`config.mk`:
```
export PLATFORM = sky130hd
export DESIGN_NAME = lobm_front
export DESIGN_NICKNAME = d
export VERILOG_FILES = /design/src/design/lobm_pkg.sv /design/src/design/lobm_front.sv
export SDC_FILE = /design/constraint.sdc
export NUM_CORES = 1
export LEC_CHECK = 0
export BUFFER_PORTS_ARGS = -buffer_cell sky130_fd_sc_hd__buf_2
export CORE_ASPECT_RATIO = 1.2
export CORE_MARGIN = 1.5
export CORE_UTILIZATION = 56
export CTS_CLUSTER_SIZE = 20
export DETAILED_ROUTE_END_ITERATION = 10
export MAX_ROUTING_LAYER = met4
export PLACE_DENSITY = 0.84
export SETUP_SLACK_MARGIN = 0.1
export SYNTH_ARGS = -nofsm -noshare
export SYNTH_HDL_FRONTEND = slang
export SYNTH_SLANG_ARGS = --single-unit
```
`constraint.sdc`:
```
create_clock -name clk -period 10 [get_ports clk]
set_input_delay 1 -clock clk [delete_from_list [all_inputs] [get_ports clk]]
set_output_delay 1 -clock clk [all_outputs]
set_load 0.05 [all_outputs]
```
`src/design/lobm_pkg.sv`:
```
// Shared types and constants for the limit order book matcher.
// No dependencies.
`default_nettype none
package lobm_pkg;
	localparam int MaxOrders = 256;
	localparam int IdxW = $clog2(MaxOrders);
	localparam int CntW = $clog2(MaxOrders + 1);
	localparam int PriceW = 16;
	localparam logic [39:0] SumMax = 40'hFF_FFFF_FFFF;

	localparam logic [1:0] OP_PLACE = 2'd0;
	localparam logic [1:0] OP_CANCEL = 2'd1;
	localparam logic [1:0] OP_UPDATE = 2'd2;

	typedef struct packed {
		logic [1:0] operation;
		logic side;
		logic [PriceW-1:0] limit_price;
		logic [31:0] amount;
		logic [31:0] target_id;
	} req_t;

	localparam int QDepth = 2;
endpackage
`default_nettype wire

```
`src/design/lobm_front.sv`:
```
// Front part: accepts requests into a two-entry queue.
// Depends on lobm_pkg.
`default_nettype none
module lobm_front (
	input wire logic clk,
	input wire logic arst_n,
	input wire logic in_valid,
	output logic in_stall,
	input wire lobm_pkg::req_t in_req,
	output logic q_valid,
	input wire logic q_take,
	output lobm_pkg::req_t q_req
);
	import lobm_pkg::*;
	req_t mem_q [QDepth];
	logic rd_q, wr_q;
	logic [1:0] cnt_q;
	logic push;
	assign in_stall = (cnt_q == 2'(QDepth));
	assign push = in_valid && !in_stall;
	assign q_valid = (cnt_q != 2'd0);
	assign q_req = mem_q[rd_q];
	always_ff @(posedge clk) begin
		if (push) mem_q[wr_q] <= in_req;
	end
	always_ff @(posedge clk or negedge arst_n) begin
		if (!arst_n) begin
			rd_q <= 1'b0; wr_q <= 1'b0; cnt_q <= 2'd0;
		end else begin
			if (push) wr_q <= ~wr_q;
			if (q_take) rd_q <= ~rd_q;
			cnt_q <= cnt_q + 2'(push) - 2'(q_take);
		end
	end
endmodule
`default_nettype wire

```
Word-level counts from Yosys, hierarchy flattened. Memories as Yosys holds them, arrays and structs flattened. Index checks and enable logic that the tools add are counted.

Equality and inequality tests: 1. Reductions and logical operators: 3. Muxes and demuxes: 2. Bitwise logic cells: 2. Add/subtract/negate cells: 2.

Operators with widths (count): adder 2 x 1 -> 2 bit (1); equality test 2 bit, second input constant (1); 2-to-1 mux 1 bit (2); NOT 1 bit (2); nonzero test 2 bit (1); subtractor 2 x 1 -> 2 bit (1); logical AND 1 bit (1); zero test 1 bit (1).

Input bits: 87. Memories kept: 1. Register bits after elaboration: 4. Memory bits (writable): 166.

Memories: mem_q (words 2, width 83, rd ports 1, clocked after memory_dff 0, write ports 1, line lobm_front.sv:15) `req_t mem_q [QDepth];`.

Logic depth before layout (Yosys ltp).
Depth in word-level cells: 5. Gate-level depth with buffers: 7. Depth with buffers taken out: 7.

Worst setup path before layout. Ideal clock, no wire load.

Path kind: input to register. Start: input in_valid. End: memory mem_q[0][0] (netlist bit), enable pin. Path slack: 4.921 ns. Buffers on the path: 0. Data required time: 9.475 ns. Arrival: 4.554 ns. Stages on the path: 2. Path through: nand2_1 > nor2_1.

Word-level cells in the longest chain between the ends: 3.

Ends and longest elaborated chain: start: declaration (line lobm_front.sv:7) `input wire logic in_valid,`; logical AND 1 bit (line lobm_front.sv:20) `assign push = in_valid && !in_stall;`; 2-to-1 mux 1 bit (line lobm_front.sv:24) `if (push) mem_q[wr_q] <= in_req;`; 2-to-1 mux 1 bit (not written as such) (line lobm_front.sv:24); end: declaration (line lobm_front.sv:15).

Every way passes these cells.

==> results.md <==
* Status: completed
* CTS buffer count at 17
* Clk sinks at 170
* Worst Slack Setup Final at ~6.3 ns
* Tot GR Track Use at 0.193
* Netlist cell types at 15
* Die area at between 0.01 and 0.015 mm²
* Final setup TNS at 0 ns
* DP Wirelength at between 7000 and 8000 µm
* Clock network power share at 0.209
* PostCTS Resize Cnt at 0
* CTS tree: yes
* Tot Pwr at 2.81 mW
* Vias after detailed routing at about 3100
* Switching fraction of total power at 0.404
* Boundary pin count at approximately 170
* Crit path launch type: register
* VDD IR max at ~0.00029 V
* Sw Pwr at about 1.1 mW
* Post-Syn Area at around 0.0064 mm²
* Post-CTS Hold Buffers at 0
* Commonest non-fill, non-tap cell in the layout: buf_2
* Yosys Warn Count at 0
* Overall routed net length at between 10000 and 15000 µm
* Antenna diodes at 0
* #FFs+latches synth at 170
* PortBufs at between 150 and 200
* CP max FO at 46
* Syn_nets at about 360
* Number of max-cap violations at 0
* Register area share after synthesis at 0.791
* Setup Buffers After CTS at 0
* Final hold viol count at 0
* Slew Limit Fails at 0
* Commonest cells after routing, fill and taps aside: buf_2 (171), edfxtp_1 (166), mux2_4 (60), mux2_2 (23), clkbuf_16 (17)
* Cells after Synth at 275
* Initial antenna violation count at 0
* Drt via density at a little over 5
* CTS clk-pin slew, worst paths at ~0.060 ns
* DR iter-0 viols at roughly 160
* Rows at between 40 and 50
* Tmin final at between 3 and 4 ns
* Static Leak at between 3 and 4 nW
* Dpl ws at between 6 and 7 ns
* Drt drc at 0
* Initial core utilization at 0.580
* Logic pwr share at 0.412
* Avg WL per Cell at between 15 and 20 µm
* Routability congestion estimate at between 0.7 and 0.8
* Root Buffer Master: clkbuf_16
* Slew headroom at 0.251
* Seq pwr share at 0.378
* Class of the worst hold path: primary input to asynchronous set/reset pin
* Mean area per synthesized cell at between 20 and 25 µm²
* Final ANT Viol Nets at 0
* Int Power at 1.68 mW
* Cell area after layout at about 0.008 mm²
* DRT Pass-1 Iters at 4
* Placed inst area at between 0.007 and 0.008 mm²
* Final clock period utilization by the worst path at 0.367
* First-pass GRT wire length at 16200 µm
* Max Fclk at roughly 270 MHz
* Vias in the first global route at approximately 3300
* CP Data Arrival Time at about 2.7 ns
* Layout Skew at between 0.01 and 0.015 ns
* Pwr dens at 353 mW/mm²
* CP Class: register to output port
* Core area at approximately 0.011 mm²
* CP endpoint kind: output port
* Htree depth at 4
* Largest net degree at the start of global routing at 84
* Vert. Die Dim at between 100 and 150 µm
* Share of cells above drive strength 1 at 0.605
* Clk_lat worst skew at ~0.42 ns
* Final count of negative-setup-slack endpoints at 0
* Area growth, synth to finish at 23.8%
* Critical Path RT at 9.00 ns
* Die Width at approximately 100 µm
* GRT overflow at 0
* Setup repair after global routing missed its margin: false
* Hold slack at roughly 0.38 ns
* Worst slew pin tran at approximately 1.1 ns
* Final net count at about 550
* CTS Buffer Depth at 2
==> critical path: stages, from the launching register on <==
cell     delay (ns)
dfrtp_4        0.92
buf_4          0.68
mux2_2         0.41
buf_2          0.21
==> path summary, 6_finish.rpt <==
path	start	to	slack, ns	cells past startpoint
min reg2reg	cnt_q[0]	cnt_q[0]	0.53	1
max in group asynchronous	arst_n	rd_q	9.48	1
min in group clk	cnt_q[0]	cnt_q[0]	0.53	1
max	rd_q	q_req[3]	6.33	3
min	arst_n	wr_q	0.38	1
max reg2reg	cnt_q[1]	mem_q[0][28]	7.62	4
==> stage by stage <==
| stage | instances | util |
|---|---|---|
| 3_5_place_dp | 593 | 0.669 |
| 5_1_grt | 625 | 0.717 |
| 6_report | 625 | 0.717 |
| 3_3_place_gp | 593 | 0.669 |
| 2_1_floorplan | 275 | - |
| 4_1_cts | 625 | 0.717 |
==> per-layer routing <==
metal  GRT usage  vias up  part of all wire
li1            -     1453                 -
met1       0.208     1528              0.38
met2       0.319      136              0.52
met3      0.0613       26             0.069
met4      0.0986        0             0.032
met5           -        -                 0
==> power by group through the flow <==
stage,sequential [mW],clock [mW],combinational [mW]
6_report,1.06,0.589,1.16
5_1_grt,1.08,0.626,1.21
4_1_cts,1.07,0.599,1.17
3_5_place_dp,1.08,0,1.17
3_3_place_gp,1.07,0,1.15
2_1_floorplan,1.03,0,1.01
==> synth_stat cells <==
cell type,instances,area [µm²]
or2_2,1,6.26
edfxtp_1,166,4980
xor2_1,1,8.76
nor2_1,1,3.75
inv_1,2,7.51
nand2_1,1,3.75
xnor2_1,3,26.3
and3_1,1,6.26
buf_2,2,10.0
ha_1,2,25.0
mux2_2,23,259
buf_6,7,78.8
mux2_4,60,901
dfrtp_1,4,100
nand2b_1,1,6.26
==> layout make-up <==
class / count / area, µm²
Clock buffer: 19 / 433
Clock inverter: 13 / 104
Fill cell: 699 / 3130
Inverter: 2 / 7.51
Multi-Input combinational cell: 94 / 1260
Sequential cell: 170 / 5090
Tap cell: 154 / 193
Timing Repair Buffer: 173 / 871
==> flip-flops by register name (all words and copies together) (netlist names) <==
name / cells
wr_q: 1
rd_q: 1
cnt_q: 2
mem_q: 166
==> kinds of logic (layout without fill, tap and decap cells) <==
group / count (synthesis) / in the layout / share of synthesized area
adder cells (fa/ha/maj): 2 / 2 / 0.00389
AND/OR/NAND/NOR: 5 / 5 / 0.00409
flip-flops: 170 / 170 / 0.791
buffers and inverters: 11 / 207 / 0.0150
multiplexers: 83 / 83 / 0.180
XOR/XNOR: 4 / 4 / 0.00545
(Power assumes the default switching activity.)
